==> src/design/video_captured_wavetable_oscillator_unit_assert.svh <==
`ifndef VIDEO_CAPTURED_WAVETABLE_OSCILLATOR_UNIT_ASSERT_SVH
`define VIDEO_CAPTURED_WAVETABLE_OSCILLATOR_UNIT_ASSERT_SVH

// Same-cycle implication, checked outside reset.
`define VCWO_ASSERT_IMP(label, clk, rst_n, ante, cons) \
  label: assert property (@(posedge clk) disable iff (!rst_n) (ante) |-> (cons)) \
    else $error("vcwo assertion failed");

// Next-cycle implication, checked outside reset.
`define VCWO_ASSERT_NXT(label, clk, rst_n, ante, cons) \
  label: assert property (@(posedge clk) disable iff (!rst_n) (ante) |=> (cons)) \
    else $error("vcwo assertion failed");

`endif

==> src/design/vcwo_pkg.sv <==
package vcwo_pkg;

  localparam int TABLE_DEPTH = 256;
  localparam int IDX_W       = $clog2(TABLE_DEPTH);

  localparam int WAVE_W   = 8;
  localparam int POS_W    = 8;
  localparam int LINE_W   = 10;
  localparam int SAMPLE_W = 10;
  localparam int PERIOD_W = 11;

  localparam logic [LINE_W-1:0]   LINE_MAX         = 10'd1023;
  localparam logic [PERIOD_W-1:0] RATE_BASE        = 11'd1028;
  localparam logic [PERIOD_W-1:0] PERIOD_RESET     = 11'd223;
  localparam logic [PERIOD_W-1:0] PERIOD_MIN       = 11'd5;
  localparam logic [LINE_W-1:0]   FIRST_LINE_RESET = 10'd36;
  localparam logic [LINE_W-1:0]   CV_LINE_RESET    = 10'd50;

  localparam logic [1:0] OP_FIELD_EDGE  = 2'd0;
  localparam logic [1:0] OP_LINE_SAMPLE = 2'd1;
  localparam logic [1:0] OP_RATE_TICK   = 2'd2;

  localparam int CFG_ADDR_W = 3;
  localparam int CFG_DATA_W = 32;
  localparam logic REG_FIRST_VIDEO_LINE = 1'b0;
  localparam logic REG_CV_LINE          = 1'b1;

  typedef struct packed {
    logic [1:0]          operation;
    logic                field_level;
    logic [SAMPLE_W-1:0] sample;
  } in_item_t;

  typedef struct packed {
    logic [WAVE_W-1:0]   wave_sample;
    logic [POS_W-1:0]    read_position;
    logic [PERIOD_W-1:0] rate_period;
    logic                input_channel;
  } out_item_t;

  typedef struct packed {
    logic              we;
    logic [IDX_W-1:0]  waddr;
    logic [WAVE_W-1:0] wdata;
    logic              re;
    logic [IDX_W-1:0]  raddr;
  } mem_req_t;

  typedef struct packed {
    logic [IDX_W-1:0]    pos;
    logic [PERIOD_W-1:0] period;
    logic                channel;
  } status_t;

endpackage

==> src/design/vcwo_wave_mem.sv <==
module vcwo_wave_mem
  import vcwo_pkg::*;
(
  input  logic              clk,
  input  logic              rst_n,
  input  mem_req_t          req,
  output logic [WAVE_W-1:0] rd_data
);

  logic [WAVE_W-1:0]      wave_mem_r [TABLE_DEPTH];
  logic [TABLE_DEPTH-1:0] written_r;
  logic [WAVE_W-1:0]      mem_rd_r;
  logic                   rd_written_r;
  logic [IDX_W-1:0]       rd_addr_r;
  logic                   fwd_r;
  logic [WAVE_W-1:0]      fwd_data_r;

  always_ff @(posedge clk) begin
    if (req.we) begin
      wave_mem_r[req.waddr] <= req.wdata;
    end
    if (req.re) begin
      mem_rd_r   <= wave_mem_r[req.raddr];
      rd_addr_r  <= req.raddr;
      fwd_data_r <= req.wdata;
    end
  end

  always_ff @(posedge clk) begin
    if (!rst_n) begin
      written_r    <= '0;
      rd_written_r <= 1'b0;
      fwd_r        <= 1'b0;
    end else begin
      if (req.we) begin
        written_r[req.waddr] <= 1'b1;
      end
      if (req.re) begin
        rd_written_r <= written_r[req.raddr];
        fwd_r        <= req.we && (req.waddr == req.raddr);
      end
    end
  end

  // Entries never written since reset read as the ramp value.
  always_comb begin
    if (fwd_r) begin
      rd_data = fwd_data_r;
    end else if (rd_written_r) begin
      rd_data = mem_rd_r;
    end else begin
      rd_data = WAVE_W'(rd_addr_r);
    end
  end

endmodule

==> src/design/vcwo_event_ctrl.sv <==
`include "video_captured_wavetable_oscillator_unit_assert.svh"

module vcwo_event_ctrl
  import vcwo_pkg::*;
(
  input  logic              clk,
  input  logic              rst_n,
  input  logic              accept,
  input  in_item_t          item,
  input  logic [LINE_W-1:0] first_line,
  input  logic [LINE_W-1:0] cv_line,
  output mem_req_t          mem_req,
  output status_t           status
);

  localparam logic [LINE_W:0]  OFF_LIMIT = (LINE_W + 1)'(TABLE_DEPTH);
  localparam logic [IDX_W-1:0] POS_LAST  = IDX_W'(TABLE_DEPTH - 1);
  localparam logic [IDX_W:0]   POS_LIMIT = (IDX_W + 1)'(TABLE_DEPTH);

  logic [LINE_W-1:0]   line_r, line_nxt;
  logic                mode_r, mode_nxt;
  logic [IDX_W-1:0]    pos_r, pos_nxt;
  logic [PERIOD_W-1:0] period_r, period_nxt;
  logic [PERIOD_W-1:0] div_r, div_nxt;
  logic [LINE_W-1:0]   off;
  logic                in_window;

  assign off       = line_r - first_line;
  assign in_window = (line_r >= first_line) && ({1'b0, off} < OFF_LIMIT);

  always_comb begin
    line_nxt      = line_r;
    mode_nxt      = mode_r;
    pos_nxt       = pos_r;
    period_nxt    = period_r;
    div_nxt       = div_r;
    mem_req.we    = 1'b0;
    mem_req.waddr = off[IDX_W-1:0];
    mem_req.wdata = item.sample[SAMPLE_W-1:2];
    if (accept) begin
      case (item.operation)
        OP_FIELD_EDGE: begin
          line_nxt = '0;
          mode_nxt = item.field_level;
        end
        OP_LINE_SAMPLE: begin
          if (mode_r) begin
            mem_req.we = in_window;
          end else if (line_r == cv_line) begin
            period_nxt = RATE_BASE - {1'b0, item.sample};
          end
          if (line_r != LINE_MAX) begin
            line_nxt = line_r + 1'b1;
          end
        end
        OP_RATE_TICK: begin
          if (div_r >= period_r) begin
            div_nxt = '0;
            pos_nxt = (pos_r == POS_LAST) ? '0 : pos_r + 1'b1;
          end else begin
            div_nxt = div_r + 1'b1;
          end
        end
        default: begin
        end
      endcase
    end
    mem_req.re     = accept;
    mem_req.raddr  = pos_nxt;
    status.pos     = pos_nxt;
    status.period  = period_nxt;
    status.channel = !mode_nxt;
  end

  always_ff @(posedge clk) begin
    if (!rst_n) begin
      line_r   <= '0;
      mode_r   <= 1'b0;
      pos_r    <= '0;
      period_r <= PERIOD_RESET;
      div_r    <= '0;
    end else begin
      line_r   <= line_nxt;
      mode_r   <= mode_nxt;
      pos_r    <= pos_nxt;
      period_r <= period_nxt;
      div_r    <= div_nxt;
    end
  end

  `VCWO_ASSERT_IMP(a_period_floor, clk, rst_n, 1'b1, period_r >= PERIOD_MIN)
  `VCWO_ASSERT_IMP(a_pos_range, clk, rst_n, 1'b1, {1'b0, pos_r} < POS_LIMIT)
  `VCWO_ASSERT_IMP(a_write_cause, clk, rst_n, mem_req.we,
                   accept && mode_r && (item.operation == OP_LINE_SAMPLE))

endmodule

==> src/design/video_captured_wavetable_oscillator_unit.sv <==
// Wavetable oscillator with a table captured from video lines.
// Input channel (in_valid, in_stall, in_item): one event per transfer, a field
// edge, a line sample or a rate tick. Output channel (out_valid, out_stall,
// out_item): exactly one result per event, in order, carrying the table value
// at the read position, the position, the rate period and the converter
// channel as they stand after that event.
// Each result passes the stage 1 and output registers. One event is taken
// every cycle while in_stall is low; it reads the wave table memory, and a
// captured line sample writes it in that cycle; the read data is registered.
// A stalled result waits in the output register while one more event may be
// taken into the stage behind it; in_stall rises only when both are full.
// Reset clears the counters, the read position and the valid flags of the
// table, so every entry reads as a ramp until it is captured, sets the period
// to 223 and loads the line registers with 36 and 50. No clearing pass is
// needed; events are taken from the first cycle after reset. The user must
// write the configuration port only while no event is in flight; not enforced.
`include "video_captured_wavetable_oscillator_unit_assert.svh"

module video_captured_wavetable_oscillator_unit
  import vcwo_pkg::*;
(
  input  logic                  clk,
  input  logic                  rst_n,
  input  logic                  in_valid,
  output logic                  in_stall,
  input  in_item_t              in_item,
  output logic                  out_valid,
  input  logic                  out_stall,
  output out_item_t             out_item,
  input  logic                  cfg_psel,
  input  logic                  cfg_penable,
  input  logic                  cfg_pwrite,
  input  logic [CFG_ADDR_W-1:0] cfg_paddr,
  input  logic [CFG_DATA_W-1:0] cfg_pwdata,
  output logic [CFG_DATA_W-1:0] cfg_prdata,
  output logic                  cfg_pready
);

  logic [LINE_W-1:0] first_line_r;
  logic [LINE_W-1:0] cv_line_r;
  logic              cfg_write;
  logic              reg_sel;

  logic              accept;
  mem_req_t          mem_req;
  status_t           status;
  logic [WAVE_W-1:0] rd_data;

  logic      s1_valid_r, s1_valid_nxt;
  status_t   s1_status_r;
  logic      s1_adv;
  logic      out_valid_r, out_valid_nxt;
  out_item_t out_item_r;

  assign cfg_pready = 1'b1;
  assign cfg_write  = cfg_psel && cfg_penable && cfg_pwrite && cfg_pready;
  assign reg_sel    = cfg_paddr[2];

  always_ff @(posedge clk) begin
    if (!rst_n) begin
      first_line_r <= FIRST_LINE_RESET;
      cv_line_r    <= CV_LINE_RESET;
    end else if (cfg_write) begin
      unique case (reg_sel)
        REG_FIRST_VIDEO_LINE: first_line_r <= cfg_pwdata[LINE_W-1:0];
        REG_CV_LINE:          cv_line_r    <= cfg_pwdata[LINE_W-1:0];
        default: begin
        end
      endcase
    end
  end

  always_comb begin
    unique case (reg_sel)
      REG_FIRST_VIDEO_LINE: cfg_prdata = CFG_DATA_W'(first_line_r);
      REG_CV_LINE:          cfg_prdata = CFG_DATA_W'(cv_line_r);
      default:              cfg_prdata = '0;
    endcase
  end

  assign s1_adv   = s1_valid_r && (!out_valid_r || !out_stall);
  assign in_stall = s1_valid_r && out_valid_r && out_stall;
  assign accept   = in_valid && !in_stall;

  vcwo_event_ctrl u_ctrl (
    .clk        (clk),
    .rst_n      (rst_n),
    .accept     (accept),
    .item       (in_item),
    .first_line (first_line_r),
    .cv_line    (cv_line_r),
    .mem_req    (mem_req),
    .status     (status)
  );

  vcwo_wave_mem u_mem (
    .clk     (clk),
    .rst_n   (rst_n),
    .req     (mem_req),
    .rd_data (rd_data)
  );

  always_comb begin
    if (accept) begin
      s1_valid_nxt = 1'b1;
    end else if (s1_adv) begin
      s1_valid_nxt = 1'b0;
    end else begin
      s1_valid_nxt = s1_valid_r;
    end
    if (s1_adv) begin
      out_valid_nxt = 1'b1;
    end else if (out_valid_r && !out_stall) begin
      out_valid_nxt = 1'b0;
    end else begin
      out_valid_nxt = out_valid_r;
    end
  end

  always_ff @(posedge clk) begin
    if (!rst_n) begin
      s1_valid_r  <= 1'b0;
      out_valid_r <= 1'b0;
    end else begin
      s1_valid_r  <= s1_valid_nxt;
      out_valid_r <= out_valid_nxt;
    end
  end

  always_ff @(posedge clk) begin
    if (accept) begin
      s1_status_r <= status;
    end
    if (s1_adv) begin
      out_item_r.wave_sample   <= rd_data;
      out_item_r.read_position <= POS_W'(s1_status_r.pos);
      out_item_r.rate_period   <= s1_status_r.period;
      out_item_r.input_channel <= s1_status_r.channel;
    end
  end

  assign out_valid = out_valid_r;
  assign out_item  = out_item_r;

  `VCWO_ASSERT_NXT(a_accept_fills_s1, clk, rst_n, accept, s1_valid_r)
  `VCWO_ASSERT_NXT(a_s1_holds, clk, rst_n, s1_valid_r && !s1_adv,
                   s1_valid_r && $stable(s1_status_r) && $stable(rd_data))
  `VCWO_ASSERT_IMP(a_out_from_s1, clk, rst_n, $rose(out_valid_r), $past(s1_valid_r))

endmodule

==> config.mk <==
export PLATFORM = sky130hd
export DESIGN_NAME = video_captured_wavetable_oscillator_unit
export DESIGN_NICKNAME = d
export VERILOG_FILES = /design/src/design/vcwo_pkg.sv /design/src/design/vcwo_wave_mem.sv /design/src/design/vcwo_event_ctrl.sv /design/src/design/video_captured_wavetable_oscillator_unit.sv
export VERILOG_INCLUDE_DIRS = /design/src /design/src/design
export SDC_FILE = /design/constraint.sdc
export NUM_CORES = 2
export LEC_CHECK = 0
export BUFFER_PORTS_ARGS = -buffer_cell sky130_fd_sc_hd__buf_4
export CAP_MARGIN = 15
export CORE_ASPECT_RATIO = 1.1
export CORE_MARGIN = 3
export CORE_UTILIZATION = 57
export CTS_CLUSTER_DIAMETER = 100
export DETAILED_ROUTE_END_ITERATION = 6
export PLACE_DENSITY = 0.73
export SYNTH_ARGS = -nofsm -noshare
export SYNTH_HDL_FRONTEND = slang
export SYNTH_SLANG_ARGS = --single-unit
==> constraint.sdc <==
create_clock -name clk -period 3.9 [get_ports clk]
set_input_delay 0.39 -clock clk [delete_from_list [all_inputs] [get_ports clk]]
set_output_delay 0.39 -clock clk [all_outputs]
set_load 0.03 [all_outputs]
# Word level (Yosys, flattened, before mapping)
# Memories as Yosys holds them, arrays and structs flattened. A register that Yosys moved wholly into a read port is not among the register bits.
# Cells that the tools add are included.
classes:
  add_sub_neg: 5
  reduce_logical: 23
  mux: 29
  bitwise_logic: 2
  n_eq_ne: 7
  magnitude_cmp: 6
op_table:
  columns: ["op", "count"]
  rows:
  - ["bitwise OR 256 bit", 1]
  - ["one-hot mux 32 bit (2 select lines)", 1]
  - ["2-to-1 mux 11 bit", 5]
  - ["2-to-1 mux 8 bit", 6]
  - ["one-hot mux 10 bit (2 select lines)", 1]
  - ["less-than comparator 8 x 9 -> 1 bit (second input constant)", 2]
  - ["2-to-1 mux 1 bit", 13]
  - ["adder 11 x 1 -> 11 bit (second input constant)", 1]
  - ["greater-or-equal comparator 11 bit", 1]
  - ["subtractor 11 x 10 -> 11 bit (first input constant)", 1]
  - ["adder 10 x 1 -> 10 bit (second input constant)", 1]
  - ["equality test 10 bit", 1]
  - ["greater-or-equal comparator 10 bit", 1]
  - ["logical AND 1 bit", 10]
  - ["less-than comparator 10 x 9 -> 1 bit (second input constant)", 1]
  - ["2-to-1 mux 10 bit", 1]
  - ["!= test 10 bit (second input constant)", 1]
  - ["subtractor 10 bit", 1]
  - ["adder 8 x 1 -> 8 bit (second input constant)", 1]
  - ["binary-select mux 1 bit (select 8 bit)", 1]
  - ["demux 1 bit (select 8 bit)", 1]
  - ["equality test 8 bit", 1]
  - ["equality test 8 bit (second input constant)", 1]
  - ["greater-or-equal comparator 8 x 1 -> 1 bit (second input constant)", 1]
  - ["other kinds (10)", 17]
word_totals:
  n_memories: 1
  reg_bits: 377
  ramBits: 2048
mem_list:
  columns: ["name", "depth", "width", "read_ports", "rd_clocked_by_memory_dff", "write_ports", "line", "text"]
  rows:
  - ["u_mem.wave_mem_r", 256, 8, 1, 1, 1, "vcwo_wave_mem.sv:10", "logic [WAVE_W-1:0] wave_mem_r [TABLE_DEPTH];"]

# Logic depth before layout (Yosys ltp)
depth:
  word_depth: 8
  ltp_mapped: 19

# Hierarchy
# A second synthesis with hierarchy kept.
unflattened:
  cells_unflattened: 4894
  area_unflattened_um2: 94279.2
modules_own_cells:
  columns: ["module", "n_inst", "cells_per_inst", "area_each_um2"]
  rows:
  - ["vcwo_wave_mem", 1, 4361, 88636.3]
  - ["vcwo_event_ctrl", 1, 359, 3010.4]
  - ["video_captured_wavetable_oscillator_unit", 1, 174, 2632.5]

# Least setup slack after synthesis
# Ideal clock, no wire load.
synth_path:
  kind: "register -> register"
  from: "reg u_ctrl.line_r[0]"
  to: "mem u_mem.wave_mem_r[202][0], enable pin"
  slack_ns: -0.320
  setup_ns: 0.370
  period_less_slack_ns: 4.220
  t_arrival_ns: 3.850
  path_buffers: 1
  required_ns: 3.530
  path_stages_with_launch: 17
  cell_sequence: "dfxtp_1 inv_1 ha_1 inv_1 fa_1 a21o_1 a21oi_1 o21ai_0 a21oi_1 o21ai_1 a21oi_1 mux2i_1 or3b_1 nor4b_1 nand2_1 clkbuf_1 nor2_1"
synth_between:
  elab_chain_len: 8
  word_cells_on_any_way: 9
  classes_between: "add/sub: 1; order compare: 2; mux: 5; reduce/logical: 1"
synth_rtl:
  columns: ["item", "line", "text"]
  rows:
  - ["start: declaration", "vcwo_event_ctrl.sv:20", "logic [LINE_W-1:0] line_r, line_nxt;"]
  - ["start signal: assignment", "vcwo_event_ctrl.sv:83", "line_r <= line_nxt;"]
  - ["subtractor 10 bit", "vcwo_event_ctrl.sv:28", "assign off = line_r - first_line;"]
  - ["less-than comparator 10 x 9 -> 1 bit", "vcwo_event_ctrl.sv:29", "assign in_window = (line_r >= first_line) && ({1'b0, off} < OFF_LIMIT);"]
  - ["logical AND 1 bit", "vcwo_event_ctrl.sv:29", null]
  - ["2-to-1 mux 1 bit", "vcwo_event_ctrl.sv:47", "if (mode_r) begin"]
  - ["2-to-1 mux 1 bit", "vcwo_event_ctrl.sv:41", "case (item.operation)"]
  - ["2-to-1 mux 1 bit", "vcwo_event_ctrl.sv:40", "if (accept) begin"]
  - ["2-to-1 mux 1 bit", "vcwo_wave_mem.sv:19", "if (req.we) begin"]
  - ["2-to-1 mux 1 bit (implied by the code)", "vcwo_wave_mem.sv:20", "wave_mem_r[req.waddr] <= req.wdata;"]
  - ["end: declaration", "vcwo_wave_mem.sv:10", null]
# Parallel ways exist; a longest one is shown, timed or not.

# Worst setup path after layout
layout_path:
  from: "reg u_ctrl.period_r[9]"
  to: "reg u_mem.mem_rd_r[1], read port of u_mem.wave_mem_r (data pin)"
layout_between:
  elab_chain_len: 4
layout_rtl:
  columns: ["item", "line", "text"]
  rows:
  - ["start: declaration", "vcwo_event_ctrl.sv:23", "logic [PERIOD_W-1:0] period_r, period_nxt;"]
  - ["start signal: assignment", "vcwo_event_ctrl.sv:86", "period_r <= period_nxt;"]
  - ["greater-or-equal comparator 11 bit", "vcwo_event_ctrl.sv:57", "if (div_r >= period_r) begin"]
  - ["2-to-1 mux 8 bit", "vcwo_event_ctrl.sv:57", null]
  - ["2-to-1 mux 8 bit", "vcwo_event_ctrl.sv:41", null]
  - ["2-to-1 mux 8 bit", "vcwo_event_ctrl.sv:40", null]
  - ["end: declaration", "vcwo_wave_mem.sv:12", "logic [WAVE_W-1:0] mem_rd_r;"]
# No other way between the ends.
# A chain may end at the register's enable or synchronous reset.

==> impl_results.md <==
* Clk_lat worst skew at between 0.8 and 0.9 ns
* Sw Share at between 20% and 30%
* Vias in the first global route at 71700
* Synthesis-to-finish area growth at 24.5%
* Yosys reg bits at 2433
* Top cells by count, synth: 2112 x edfxtp_1, 1770 x nand2_1, 379 x nor2_1
* Synth Area in XOR/XNOR at less than 1%
* Post-synthesis adder-cell area fraction at 0.336%
* Slew HR at about 18%
* Input/output buffers at 70
* Setup ws final at -0.314 ns
* Status: complete, but fails checks
* Internal power at about 42 mW
* Clk pin slew, worst setup/hold paths at approximately 0.060 ns
* DRC Markers at 1
* Final Setup Violations at 9
* Post-Route Setup TNS at -2.15 ns
* Required @ worst endpoint at between 4 and 5 ns
* Clock sink count at 2433
* CTS Buffer Depth at 3
* Initial core utilization at 57.6%
* Flop2flop setup slack at -0.31 ns
* Clock Skew at approximately 0.049 ns
* Detailed Place HPWL at roughly 210000 µm
* Die Span Y at between 400 and 500 µm
* Top FF cell, synth: edfxtp_1
* Post-Synth Simple-Gate Area at about an eighth
* Die Wd at around 400 µm
* Synth Instances at about 7900
* Largest family of logic cells by synthesized area: simple AND/OR/NAND/NOR gates
* Core Rows at approximately 160
* Die area at between 150000 and 200000 µm²
* Hold/Removal Path Class: input pin to flop
* Min Tclk post-route at 4.21 ns
* FFs w/ async S/R, synth at 0%
* Post-synthesis sequential area ratio at a little over two thirds
* Final hold vios at 0
* Failing checks: DRC, setup timing
* Total power draw at between 50 and 60 mW
* Fin. max-slew vios at 0
* Gr busiest metal: met2
* RSZ-0062 raised after global routing: yes
* Antenna violations before repair at 10
* Crit-path max FO at 20
* Combinational share of power at about 6%
* Compound-gate portion of the synthesized area at about 10%
* Slew @ Worst Pin at 1.24 ns
* Crit start category: flop
* Critical Path Sink Type: flop
* Pre-CTS WS at -0.962 ns
* Leak pwr at around 43 nW
* Grt met2 use at approximately 55%
* Root Buffer: clkbuf_16
* Clock share of power at between 40% and 50%
* Number of synthesized flops with an enable pin at 2112
* Mux contribution to synthesized area at roughly 2.2%
* Library cells used by synthesis at 90
* GRT met1 Usage at a little under half
* Post-synth top area share at between 60% and 70%
* CTS buffer count at 230
* Post-Syn Area at approximately 100000 µm²
* Initial drt markers at around 12000
* Largest net degree at the start of global routing at ~190
* PD cells at 442 nW/µm²
* Overflow after GRT at 0
* Routability congestion estimate at between 0.9 and 1
* Peak supply drop at between 0.5 and 0.6 mV
* Max_cap viols at 0
* TritonCTS clock tree: yes
* Period utilization at 108%
* Met3 usage at a little under a tenth
* Syn avg cell area at roughly 13 µm²
* H-tree Lvls at 4
* ANT nets after route at 0
* Cell with the most instances after synthesis: edfxtp_1
* Max Freq at roughly 240 MHz
* Vias at 75200
* DR vias/cell at approximately 6.6
* Synth top area cells: edfxtp_1 64%, nand2_1 6.7%, dfxtp_1 6.5%, a211oi_1 2.6%, and3_1 2.2%
* First-pass GRT wire length at around 480000 µm
* Switching power at between 10 and 15 mW
* WL per Instance at roughly 29 µm
* Worst setup path category: flop to flop
* Core area at about 170000 µm²
* Ports at about 120
* Final wirelength at around 330000 µm
* Synthesis Warnings at 0
* GRT Overall Usage at 36.1%
* Total Nets Final at roughly 9000
* Sequential fraction of design power at 52.1%
* Crit path DAT at between 4 and 5 ns
* Synth area leader: edfxtp_1
* DRT Pass-1 Iters at 7
* Share of layout cells above drive strength 1 at 24.4%
worst max-delay path, stage by stage (launching register included):
cell      delay, ns
dfxtp_2        0.33
inv_1          0.04
ha_1           0.30
and4_4         0.28
nand2_1        0.08
buf_4          0.19
a211o_4        0.37
buf_12         0.17
buf_16         0.17
buf_8          0.17
and3_1         0.22
a211oi_4       0.34
a211oi_2       0.08
buf_4          0.16
a31oi_4        0.15
nand4_1        0.26
a211oi_4       0.41
buf_6          0.18
a221oi_2       0.04
cell usage in the layout (no fill, tap or decap), types with 26 or more instances in the layout:
master,Yosys,layout
clkinv_1,1,37
nand2_1,1770,1741
dfxtp_1,321,304
a31oi_1,220,206
nor2_1,379,217
a21oi_1,231,209
clkbuf_1,270,36
a311oi_1,162,140
buf_12,0,200
buf_4,47,1050
a211oi_2,2,44
a211oi_1,347,292
xor2_1,31,30
inv_1,43,32
nor2_2,1,100
nor3_1,49,42
and3_1,352,352
clkinv_2,0,53
buf_6,8,69
nand3_1,321,304
mux4_2,27,27
edfxtp_1,2112,2112
mux2i_1,148,142
o21ai_0,352,335
bufinv_16,0,26
nor2_4,1,64
nand4_1,29,29
clkbuf_16,0,244
worst paths after layout:
kind / start / endpoint / cells past startpoint
setup / recovery: u_ctrl.period_r[9] / u_mem.mem_rd_r[1] / 18
setup reg to reg: u_ctrl.period_r[9] / u_mem.mem_rd_r[1] / 18
hold / removal: in_item[3] / u_mem.wave_mem_r[244][1] / 1
hold reg to reg: s1_status_r[5] / out_item[5] / 0
per-stage QoR:
stage / cell area (µm²) / util (%) / hold WS [ns] / instances
5_1_grt: 123000 / 71.7 / 0.0525 / 11400
2_1_floorplan: 99600 / - / 0.400 / 7896
4_1_cts: 121000 / 70.7 / 0.0118 / 11300
3_3_place_gp: 112000 / 65.2 / 0.404 / 10800
3_5_place_dp: 112000 / 65.2 / 0.409 / 10800
6_report: 123000 / 71.7 / 0.0838 / 11400
flip-flops by register name (all words and copies together), names as in the netlist, 8 cells and up:
signal / count
u_mem.mem_rd_r: 8
u_mem.rd_addr_r: 8
out_item: 28
u_ctrl.line_r: 10
u_ctrl.pos_r: 8
s1_status_r: 12
u_mem.wave_mem_r: 2048
first_line_r: 10
u_mem.fwd_data_r: 8
cv_line_r: 10
u_ctrl.div_r: 11
u_ctrl.period_r: 11
u_mem.written_r: 256
cell families after synthesis:
group | after synthesis
adders and majority gates | 26
DFF | 2433
other | 2
AOI/OAI and AO/OA | 1539
xor gates and xnor gates | 49
buffers and inverters | 638
and+or+nand+nor | 3006
muxes | 182
layer usage:
metal  vias up  wire (µm)
met5         -         13
met2      6007     151000
li1      31500          -
met1     36300     114000
met4         2      25200
met3      1282      43900
power groups by stage:
stage | sequential [mW] | combinational (mW) | clock, mW
2_1_floorplan | 28.9 | 1.26 | 0
3_3_place_gp | 28.9 | 2.94 | 0
3_5_place_dp | 28.9 | 2.99 | 0
4_1_cts | 28.3 | 3.09 | 22.8
5_1_grt | 28.3 | 3.42 | 23.9
6_report | 28.3 | 3.34 | 22.7
area by class of cell:
cell class | instances | area, µm²
tap | 2254 | 2820
timing repair buffer | 1382 | 13800
fill | 10700 | 48500
multi-input combinational | 4825 | 28800
inverter | 49 | 224
sequential | 2433 | 69900
clock inverter | 140 | 1500
timing repair inverter | 1 | 16.3
antenna | 13 | 32.5
clock buffer | 282 | 6100
what timing repair did:
| action | CTS | global route |
|---|---|---|
| cloned | 8 | 12 |
| endpoints found under the hold margin | 104 | 0 |
| pin swaps | 56 | 91 |
| hold buffers | 23 | 0 |
| endpoints found under the setup margin | 1742 | 2129 |
| gates resized for setup | 240 | 268 |
| buffers inserted | 21 | 36 |
No activity file was read; power rests on OpenSTA's default activity.
